## config.mk

```make
export PLATFORM = sky130hd
export DESIGN_NAME = normalized_edit_distance_unit
export DESIGN_NICKNAME = d
export VERILOG_FILES = /design/src/design/ned_pkg.sv /design/src/design/ned_ram.sv /design/src/design/ned_ctrl.sv /design/src/design/ned_dp.sv /design/src/design/normalized_edit_distance_unit.sv
export VERILOG_INCLUDE_DIRS = /design/src /design/src/design
export SDC_FILE = /design/constraint.sdc
export NUM_CORES = 2
export LEC_CHECK = 0
export ABC_AREA = 1
export BUFFER_PORTS_ARGS = -buffer_cell sky130_fd_sc_hd__buf_4
export CAP_MARGIN = 40
export CORE_MARGIN = 2
export CORE_UTILIZATION = 40
export CTS_CLUSTER_DIAMETER = 200
export CTS_CLUSTER_SIZE = 24
export DETAILED_ROUTE_END_ITERATION = 8
export GPL_TIMING_DRIVEN = 0
export PLACE_DENSITY_LB_ADDON = 0.12
export SLEW_MARGIN = 0
export SYNTH_ARGS = -nofsm -noshare
export SYNTH_HDL_FRONTEND = slang
export SYNTH_SLANG_ARGS = --single-unit
```

## constraint.sdc

```tcl
create_clock -name i_clk -period 6.4 [get_ports i_clk]
set_clock_uncertainty 0.2 [all_clocks]
set_input_delay 0.32 -clock i_clk [delete_from_list [all_inputs] [get_ports i_clk]]
set_output_delay 0.32 -clock i_clk [all_outputs]
set_load 0.02 [all_outputs]
```

## src/design/normalized_edit_distance_unit_macros.svh

```systemverilog
// Assertion macros shared by the RTL. Each checks on the rising edge of
// i_clk and is switched off while the synchronous reset is held.
`ifndef NORMALIZED_EDIT_DISTANCE_UNIT_MACROS_SVH
`define NORMALIZED_EDIT_DISTANCE_UNIT_MACROS_SVH

// Consequent must hold in the same cycle as the antecedent.
`define NED_ASSERT_NOW(label, ante, cons) \
    label: assert property (@(posedge i_clk) disable iff (!i_rst_n) (ante) |-> (cons)) \
        else $error("assertion failed");

// Consequent must hold in the cycle after the antecedent.
`define NED_ASSERT_NEXT(label, ante, cons) \
    label: assert property (@(posedge i_clk) disable iff (!i_rst_n) (ante) |=> (cons)) \
        else $error("assertion failed");

`endif

```

## src/design/ned_pkg.sv

```systemverilog
`default_nettype none

package ned_pkg;

    localparam int unsigned MAX_LEN_DEF = 64;
    localparam int unsigned CHAR_W      = 8;
    localparam int unsigned CMD_W       = 2;
    localparam int unsigned ED_W        = 7;
    localparam int unsigned FRAC_BITS   = 16;
    localparam int unsigned NORM_W      = FRAC_BITS + 1;

    localparam logic [NORM_W-1:0] NORM_ONE = NORM_W'(1) << FRAC_BITS;

    localparam logic [CMD_W-1:0] CMD_FIRST   = 2'd0;
    localparam logic [CMD_W-1:0] CMD_SECOND  = 2'd1;
    localparam logic [CMD_W-1:0] CMD_COMPUTE = 2'd2;

    // Commands from the controller to the datapath.
    typedef struct packed {
        logic load_first;
        logic load_second;
        logic setup;
        logic row_start;
        logic cell_calc;
        logic div_init;
        logic div_step;
        logic emit;
    } t_dp_cmd;

    // Status from the datapath back to the controller.
    typedef struct packed {
        logic trivial;
        logic last_cell;
        logic last_row;
        logic div_last;
    } t_dp_status;

endpackage

`default_nettype wire

```

## src/design/ned_ram.sv

```systemverilog
`default_nettype none

module ned_ram #(
    parameter int unsigned WIDTH = 8,
    parameter int unsigned DEPTH = 64
) (
    input  wire logic                                         i_clk,
    input  wire logic                                         i_we,
    input  wire logic [((DEPTH > 1) ? $clog2(DEPTH) : 1)-1:0] i_waddr,
    input  wire logic [WIDTH-1:0]                             i_wdata,
    input  wire logic                                         i_re,
    input  wire logic [((DEPTH > 1) ? $clog2(DEPTH) : 1)-1:0] i_raddr,
    output logic      [WIDTH-1:0]                             o_rdata
);

    logic [WIDTH-1:0] r_mem [DEPTH];

    always_ff @(posedge i_clk) begin
        if (i_we) begin
            r_mem[i_waddr] <= i_wdata;
        end
        if (i_re) begin
            o_rdata <= r_mem[i_raddr];
        end
    end

endmodule

`default_nettype wire

```

## src/design/ned_ctrl.sv

```systemverilog
`default_nettype none

module ned_ctrl
    import ned_pkg::*;
(
    input  wire logic             i_clk,
    input  wire logic             i_rst_n,
    input  wire logic             i_start,
    input  wire logic [CMD_W-1:0] i_command,
    input  wire t_dp_status       i_status,
    output logic                  o_busy,
    output t_dp_cmd               o_cmd
);

    typedef enum logic [5:0] {
        S_IDLE = 6'b000001,
        S_ROW  = 6'b000010,
        S_CELL = 6'b000100,
        S_DIVI = 6'b001000,
        S_DIV  = 6'b010000,
        S_DONE = 6'b100000
    } t_state;

    t_state r_state;
    t_state n_state;
    logic   accept;

    assign accept = i_start && (r_state == S_IDLE);
    assign o_busy = (r_state != S_IDLE);

    always_comb begin
        n_state = r_state;
        o_cmd   = '0;
        case (r_state)
            S_IDLE: begin
                o_cmd.load_first  = accept && (i_command == CMD_FIRST);
                o_cmd.load_second = accept && (i_command == CMD_SECOND);
                if (accept && (i_command == CMD_COMPUTE)) begin
                    o_cmd.setup = 1'b1;
                    n_state     = i_status.trivial ? S_DIVI : S_ROW;
                end
            end
            S_ROW: begin
                o_cmd.row_start = 1'b1;
                n_state         = S_CELL;
            end
            S_CELL: begin
                o_cmd.cell_calc = 1'b1;
                if (i_status.last_cell) begin
                    n_state = i_status.last_row ? S_DIVI : S_ROW;
                end
            end
            S_DIVI: begin
                o_cmd.div_init = 1'b1;
                n_state        = S_DIV;
            end
            S_DIV: begin
                o_cmd.div_step = 1'b1;
                if (i_status.div_last) begin
                    n_state = S_DONE;
                end
            end
            S_DONE: begin
                o_cmd.emit = 1'b1;
                n_state    = S_IDLE;
            end
            default: begin
                n_state = S_IDLE;
            end
        endcase
    end

    always_ff @(posedge i_clk) begin
        if (!i_rst_n) begin
            r_state <= S_IDLE;
        end else begin
            r_state <= n_state;
        end
    end

endmodule

`default_nettype wire

```

## src/design/ned_dp.sv

```systemverilog
`default_nettype none

module ned_dp
    import ned_pkg::*;
#(
    parameter int unsigned MAX_LEN = MAX_LEN_DEF
) (
    input  wire logic              i_clk,
    input  wire logic              i_rst_n,
    input  wire t_dp_cmd           i_cmd,
    input  wire logic [CHAR_W-1:0] i_char_code,
    output t_dp_status             o_status,
    output logic                   o_valid,
    output logic [ED_W-1:0]        o_edit_distance,
    output logic [NORM_W-1:0]      o_normalized_distance,
    output logic                   o_overflow
);

    localparam int unsigned LW   = $clog2(MAX_LEN + 1);
    localparam int unsigned LW1  = LW + 1;
    localparam int unsigned AW   = (MAX_LEN > 1) ? $clog2(MAX_LEN) : 1;
    localparam int unsigned DW   = $clog2(3 * MAX_LEN + 1);
    localparam int unsigned NUMW = LW + NORM_W;
    localparam int unsigned CW   = $clog2(NUMW);

    // String stores and lengths.
    logic [LW-1:0] r_len_a;
    logic [LW-1:0] r_len_b;
    logic          r_drop;
    logic          full_a;
    logic          full_b;

    // Dynamic programme registers: row index, column index, left and
    // diagonal neighbours of the cell being worked on.
    logic [LW-1:0] r_i;
    logic [LW-1:0] r_j;
    logic [LW-1:0] r_left;
    logic [LW-1:0] r_diag;

    // Bit-serial divider.
    logic [DW-1:0]     r_den;
    logic [DW-1:0]     r_rem;
    logic [NUMW-1:0]   r_num;
    logic [NORM_W-1:0] r_quo;
    logic [CW-1:0]     r_cnt;

    logic              r_valid;
    logic [ED_W-1:0]   r_ed;
    logic [NORM_W-1:0] r_norm;
    logic              r_ovf;

    logic [CHAR_W-1:0] a_rd;
    logic [CHAR_W-1:0] b_rd;
    logic [LW-1:0]     cost_rd;
    logic [LW-1:0]     i_minus1;
    logic [LW-1:0]     j_minus1;
    logic [AW-1:0]     stream_raddr;
    logic              stream_re;
    logic [LW-1:0]     above;
    logic [LW1-1:0]    sub_cost;
    logic [LW1-1:0]    up_cost;
    logic [LW1-1:0]    left_cost;
    logic [LW1-1:0]    min1;
    logic [LW1-1:0]    min2;
    logic [LW-1:0]     cell_val;
    logic [DW:0]       rem_sh;
    logic              q_bit;

    assign full_a   = (r_len_a == LW'(MAX_LEN));
    assign full_b   = (r_len_b == LW'(MAX_LEN));
    assign i_minus1 = r_i - LW'(1);
    assign j_minus1 = r_j - LW'(1);

    assign stream_re    = i_cmd.row_start || (i_cmd.cell_calc && !o_status.last_cell);
    assign stream_raddr = i_cmd.row_start ? '0 : r_j[AW-1:0];

    ned_ram #(.WIDTH(CHAR_W), .DEPTH(MAX_LEN)) u_first_ram (
        .i_clk   (i_clk),
        .i_we    (i_cmd.load_first && !full_a),
        .i_waddr (r_len_a[AW-1:0]),
        .i_wdata (i_char_code),
        .i_re    (i_cmd.row_start),
        .i_raddr (i_minus1[AW-1:0]),
        .o_rdata (a_rd)
    );

    ned_ram #(.WIDTH(CHAR_W), .DEPTH(MAX_LEN)) u_second_ram (
        .i_clk   (i_clk),
        .i_we    (i_cmd.load_second && !full_b),
        .i_waddr (r_len_b[AW-1:0]),
        .i_wdata (i_char_code),
        .i_re    (stream_re),
        .i_raddr (stream_raddr),
        .o_rdata (b_rd)
    );

    // Entry k holds column k+1 of the rolling row; column 0 is always the
    // row index and is never stored.
    ned_ram #(.WIDTH(LW), .DEPTH(MAX_LEN)) u_cost_ram (
        .i_clk   (i_clk),
        .i_we    (i_cmd.cell_calc),
        .i_waddr (j_minus1[AW-1:0]),
        .i_wdata (cell_val),
        .i_re    (stream_re),
        .i_raddr (stream_raddr),
        .o_rdata (cost_rd)
    );

    // On the first row the row above is the initial row 0, 1, 2, ...
    always_comb begin
        above     = (r_i == LW'(1)) ? r_j : cost_rd;
        sub_cost  = {1'b0, r_diag} + LW1'(a_rd != b_rd);
        up_cost   = {1'b0, above} + LW1'(1);
        left_cost = {1'b0, r_left} + LW1'(1);
        min1      = (up_cost < left_cost) ? up_cost : left_cost;
        min2      = (min1 < sub_cost) ? min1 : sub_cost;
        cell_val  = min2[LW-1:0];
    end

    always_comb begin
        rem_sh = {r_rem, r_num[NUMW-1]};
        q_bit  = (rem_sh >= {1'b0, r_den});
    end

    assign o_status.trivial   = (r_len_a == '0) || (r_len_b == '0);
    assign o_status.last_cell = (r_j == r_len_b);
    assign o_status.last_row  = (r_i == r_len_a);
    assign o_status.div_last  = (r_cnt == CW'(NUMW - 1));

    always_ff @(posedge i_clk) begin
        if (!i_rst_n) begin
            r_len_a <= '0;
            r_len_b <= '0;
            r_drop  <= 1'b0;
            r_valid <= 1'b0;
        end else begin
            r_valid <= i_cmd.emit;
            if (i_cmd.load_first) begin
                if (full_a) begin
                    r_drop <= 1'b1;
                end else begin
                    r_len_a <= r_len_a + LW'(1);
                end
            end
            if (i_cmd.load_second) begin
                if (full_b) begin
                    r_drop <= 1'b1;
                end else begin
                    r_len_b <= r_len_b + LW'(1);
                end
            end
            if (i_cmd.emit) begin
                r_len_a <= '0;
                r_len_b <= '0;
                r_drop  <= 1'b0;
            end
        end
    end

    always_ff @(posedge i_clk) begin
        if (i_cmd.setup) begin
            r_i    <= LW'(1);
            // With an empty string the distance is the other length.
            r_left <= (r_len_a == '0) ? r_len_b : r_len_a;
        end
        if (i_cmd.row_start) begin
            r_j    <= LW'(1);
            r_left <= r_i;
            r_diag <= i_minus1;
        end
        if (i_cmd.cell_calc) begin
            r_left <= cell_val;
            r_diag <= above;
            if (!o_status.last_cell) begin
                r_j <= r_j + LW'(1);
            end else if (!o_status.last_row) begin
                r_i <= r_i + LW'(1);
            end
        end
        if (i_cmd.div_init) begin
            r_den <= DW'(r_len_a) + DW'(r_len_b) + DW'(r_left);
            r_num <= {r_left, NORM_W'(0)};
            r_rem <= '0;
            r_cnt <= '0;
        end
        if (i_cmd.div_step) begin
            r_num <= {r_num[NUMW-2:0], 1'b0};
            r_rem <= q_bit ? DW'(rem_sh - {1'b0, r_den}) : rem_sh[DW-1:0];
            r_quo <= {r_quo[NORM_W-2:0], q_bit};
            r_cnt <= r_cnt + CW'(1);
        end
        if (i_cmd.emit) begin
            r_ed   <= ED_W'(r_left);
            r_norm <= (r_den == '0) ? '0 : r_quo;
            r_ovf  <= r_drop;
        end
    end

    assign o_valid               = r_valid;
    assign o_edit_distance       = r_ed;
    assign o_normalized_distance = r_norm;
    assign o_overflow            = r_ovf;

endmodule

`default_nettype wire

```

## src/design/normalized_edit_distance_unit.sv

```systemverilog
// Channel   | Handshake        | Word
// ----------+------------------+-------------------------------------------------
// command   | start / busy     | i_command, i_char_code
// result    | o_valid (strobe) | o_edit_distance, o_normalized_distance, o_overflow
//
// An append word leaves busy low, and the next word may follow.
// A compute word holds busy while the cost table is filled in (skipped with an empty
// string) and the division runs. One cost cell is worked out per cycle, with a
// row-start step before each row; then a restoring divider yields one quotient bit
// per cycle. The result strobe is high in the one cycle in which busy falls; the
// receiver cannot stall it. Reset clears the lengths.
`default_nettype none
`include "normalized_edit_distance_unit_macros.svh"

module normalized_edit_distance_unit
    import ned_pkg::*;
#(
    parameter int unsigned MAX_LEN = MAX_LEN_DEF
) (
    input  wire logic              i_clk,
    input  wire logic              i_rst_n,
    input  wire logic              start,
    output logic                   busy,
    input  wire logic [CMD_W-1:0]  i_command,
    input  wire logic [CHAR_W-1:0] i_char_code,
    output logic                   o_valid,
    output logic [ED_W-1:0]        o_edit_distance,
    output logic [NORM_W-1:0]      o_normalized_distance,
    output logic                   o_overflow
);

    t_dp_cmd    dp_cmd;
    t_dp_status dp_status;

    ned_ctrl u_ctrl (
        .i_clk     (i_clk),
        .i_rst_n   (i_rst_n),
        .i_start   (start),
        .i_command (i_command),
        .i_status  (dp_status),
        .o_busy    (busy),
        .o_cmd     (dp_cmd)
    );

    ned_dp #(.MAX_LEN(MAX_LEN)) u_dp (
        .i_clk                 (i_clk),
        .i_rst_n               (i_rst_n),
        .i_cmd                 (dp_cmd),
        .i_char_code           (i_char_code),
        .o_status              (dp_status),
        .o_valid               (o_valid),
        .o_edit_distance       (o_edit_distance),
        .o_normalized_distance (o_normalized_distance),
        .o_overflow            (o_overflow)
    );

    `NED_ASSERT_NOW(a_valid_idle, o_valid, !busy)
    `NED_ASSERT_NEXT(a_compute_busy, start && !busy && (i_command == CMD_COMPUTE), busy)
    `NED_ASSERT_NEXT(a_single_strobe, o_valid, !o_valid)
    `NED_ASSERT_NOW(a_norm_range, o_valid, o_normalized_distance <= NORM_ONE)

endmodule

`default_nettype wire
```

==> out/metrics.csv <==
stage;metric;value;unit
run_status;status;complete, no violations;
floorplanning;core area;165000;um2
critical_path;critical path required time;6.56;ns
power;peak supply drop;0.2914;mV
critical_path;Worst R2R Setup Slack;0.53;ns
finish;share of cells above drive strength 1;6.525;%
placement;DPL Wire Length;152.5;mm
global_routing;largest net degree at the start of global routing;94;
global_routing;total grt overflow;0;
logic_synthesis;post-synthesis cell type count;51;
logic_synthesis;Post-synth EDFFs;1579;
placement;Setup WS pre-CTS;0.1957;ns
routing;Avg WL per Cell;28.56;um
sta;Slew Limit Fails;0;
flow_run;Max-cap violations;0;
routing;Post-DRT Antenna Nets;0;
global_routing;initial antenna violation count;8;
critical_path;WS Path Type;flip-flop to flip-flop;
finish;area grow syn2layout;9.991;%
logic_synthesis;sequential share of the synthesized area;72.50;%
critical_path;critical path's slowest cell;dfxtp_1;
clocking;CTS Buf Count;77;
routing;vias per inst;5.765;
logic_synthesis;share of flip-flops with an asynchronous set or reset;0;%
placement;Placed Instance Area;70770;um2
routing;TritonRoute pass-1 iters;9;
logic_synthesis;synthesis-stage register bit count;1615;
floorplanning;I/O pin count;40;
clocking;CTS Sinks;1615;
global_routing;Tot GR Track Use;25.30;%
routing;First DRT Iteration DRCs;5222;
placement;I/O Buffers;39;
logic_synthesis;syn nets;5260;
sta;unrepaired setup endpoints after global routing;no;
power;leakage;23.49;nW
critical_path;CP startpoint kind;flip-flop;
routing;Post-Route WL;218.0;mm
worst_hold_path;HP Class;input port to flip-flop;
routing;routed via count;44003;
sta;Least-Margin Pin Slew;0.9705;ns
critical_path;crit path DAT;6.03;ns
critical_path;Crit. End Element;flip-flop;
floorplanning;Die Wd;411.4;um
placement;GPL Wtd Cong;0.9654;
finish;design area;73030;um2
logic_synthesis;Synth area leaders;edfxtp_1 71%, nor2_1 7.2%, o21ai_0 4.2%;
logic_synthesis;Synth Area per Inst;12.78;um2
sta;Tcrit/Tclk final;91.72;%
clocking;Clk Latency, worst-skew pair;0.74;ns
logic_synthesis;Yosys warning count;0;
sta;total negative setup slack;0;ns
floorplanning;initial core utilization;40.24;%
logic_synthesis;proportion of netlist area held by the largest area contributor;71.41;%
sta;final setup vio count;0;
finish;final net count;5484;
logic_synthesis;area leader, netlist;edfxtp_1;
critical_path;CP dominant cell by count;inv_1;
floorplanning;Rows;149;
critical_path;CP Max Fanout;56;
logic_synthesis;prevailing post-synth register cell;edfxtp_1;
sta;final hold violations;0;
clocking;Clock Tree Buf Depth;3;
sta;fin worst setup slack;0.5302;ns
routing;number of remaining DRC errors;0;
clocking;CTS root buf;clkbuf_16;
clocking;# H-tree levels;3;
sta;FMAX;0.1704;GHz
global_routing;first-pass GRT wire length;308.5;mm
floorplanning;height of the die;411.4;um
power;power density cells;283.5;nW/um2
sta;Worst slew margin;35.12;%
logic_synthesis;Cells after Synth;5196;
sta;fin crit period;5.870;ns
global_routing;vias in the first global route;42477;
clocking;CTS tree;built;
critical_path;Max stage delay on crit path;0.51;ns
logic_synthesis;Mapped Area;66400;um2
finish;Core Util, Final;44.26;%
floorplanning;die area;169300;um2
clocking;Worst-path clk slew;0.11;ns
-- worst paths after layout --
check,start,end,cells past startpoint
setup / recovery,u_dp.r_i[1]$_DFF_P_,u_dp.u_cost_ram.r_mem[2][3]$_DFFE_PP_,28
hold / removal,i_rst_n,u_ctrl.r_state[0]$_SDFFE_PN1P_,3
setup reg to reg,u_dp.r_i[1]$_DFF_P_,u_dp.u_cost_ram.r_mem[2][3]$_DFFE_PP_,28
hold reg to reg,u_dp.r_quo[4]$_DFFE_PP_,u_dp.r_quo[5]$_DFFE_PP_,0
-- cells in the final DEF (no fill, tap or decap), types with 6 or more instances in the layout --
cell / instances
edfxtp_1: 1579
nor2_1: 1265
o21ai_0: 551
nand2_1: 276
clkbuf_1: 247
nand3_1: 207
o211ai_1: 170
inv_1: 146
o32ai_1: 121
o32a_1: 120
o221ai_1: 81
clkbuf_16: 77
buf_2: 76
buf_4: 74
o22ai_1: 47
ha_1: 42
dfxtp_1: 36
xor2_1: 33
a21oi_1: 32
nor3_1: 27
buf_6: 23
buf_8: 23
xnor2_1: 21
buf_16: 18
buf_1: 17
dlygate4sd3_1: 13
nand4_1: 12
nand2_2: 12
fa_1: 9
clkinv_1: 7
and2_4: 7
o21ai_2: 6
o21ai_1: 6
-- Yosys cell counts, types with 2 or more instances --
| library cell | count |
|---|---|
| buf_4 | 6 |
| buf_6 | 3 |
| fa_1 | 9 |
| buf_2 | 75 |
| o221ai_1 | 81 |
| nand3b_1 | 3 |
| nand4_1 | 12 |
| nor4_1 | 6 |
| nand2_2 | 12 |
| buf_1 | 17 |
| o22ai_1 | 47 |
| and2_1 | 8 |
| o31ai_1 | 2 |
| nand2_1 | 276 |
| inv_2 | 4 |
| nor3_1 | 29 |
| o32a_1 | 120 |
| dfxtp_1 | 36 |
| xnor2_1 | 21 |
| a22oi_1 | 2 |
| nand2_4 | 3 |
| inv_1 | 146 |
| o32ai_1 | 121 |
| o21ai_1 | 6 |
| or2_2 | 4 |
| a211oi_1 | 6 |
| clkbuf_1 | 232 |
| xor2_1 | 33 |
| clkinv_1 | 7 |
| o21ai_0 | 551 |
| nand3_1 | 207 |
| nor2_4 | 2 |
| o211ai_1 | 170 |
| edfxtp_1 | 1579 |
| ha_1 | 42 |
| nor3_2 | 3 |
| nor2_1 | 1265 |
| o21ai_2 | 6 |
| a21oi_1 | 32 |
-- worst max-delay path, delay by kind of cell, from the launching register on --
| kind | cells | cell delay, ns |
|---|---|---|
| AOI/OAI and AO/OA | 6 | 1.14 |
| xor gates and xnor gates | 1 | 0.26 |
| adders and majority gates | 3 | 0.79 |
| buffers and inverters | 7 | 1.09 |
| DFF | 1 | 0.51 |
| and+or+nand+nor | 11 | 1.34 |
-- area by class of cell --
| type | count | area (um2) |
|---|---|---|
| sequential | 1615 | 48140 |
| antenna | 3 | 7.507 |
| fill | 15144 | 91960 |
| multi-input combinational | 3091 | 16330 |
| tap | 2189 | 2739 |
| clock inverter | 8 | 117.6 |
| buffer | 333 | 1389 |
| clock buffer | 92 | 1983 |
| inverter | 157 | 589.3 |
| timing repair buffer | 145 | 1743 |
-- kinds of logic (layout without fill, tap and decap cells) --
logic type / count (synthesis) / after routing / share of synthesized area, %
and+or+nand+nor: 1838 / 1838 / 11.22
DFF: 1615 / 1615 / 72.50
AOI/OAI and AO/OA: 1147 / 1147 / 11.52
buffers and inverters: 490 / 735 / 2.979
xor gates and xnor gates: 54 / 54 / 0.7123
adders and majority gates: 51 / 51 / 1.063
muxes: 1 / 1 / 0.01508
other: 0 / 3 / 0
-- state kept, by name, summed over array words and instances, names as in the netlist, 8 cells and up --
register / cells
u_dp.u_second_ram.o_rdata: 8
u_dp.r_den: 8
u_dp.u_second_ram.r_mem: 512
u_dp.u_cost_ram.r_mem: 448
u_dp.o_normalized_distance: 17
u_dp.u_first_ram.r_mem: 512
u_dp.r_quo: 17
u_dp.u_first_ram.o_rdata: 8
u_dp.r_rem: 8
-- repair_timing --
| item | CTS | global route |
|---|---|---|
| hold buffers | 13 | 0 |
| endpoints found under the setup margin | 0 | 400 |
| hold endpoints to repair | 348 | 0 |
| setup buffers | 0 | 0 |
| resized for setup | 0 | 2 |
-- power breakdown --
group          total [W]  internal (W)  switching [W]
sequential        0.0122        0.0122      0.0000324
combinational    0.00285      0.000679        0.00218
clock            0.00560       0.00224        0.00336
-- layer usage --
metal	track usage, %	routed length (um)	vias up
li1	-	-	19624
met1	34.28	90820	22154
met2	40.59	101300	1832
met3	3.406	14710	391
met4	11.61	11210	2
met5	0	4	-
-- per-stage QoR --
stage	hold slack (ns)	total power, W	instances
2_1_floorplan	0.1887	0.01377	5196
3_3_place_gp	0.2314	0.01515	7424
3_5_place_dp	0.2334	0.01532	7515
4_1_cts	0.05720	0.02078	7628
5_1_grt	0.08457	0.02129	7630
6_report	0.1137	0.02071	7633
No activity file was read; power rests on OpenSTA's default activity.
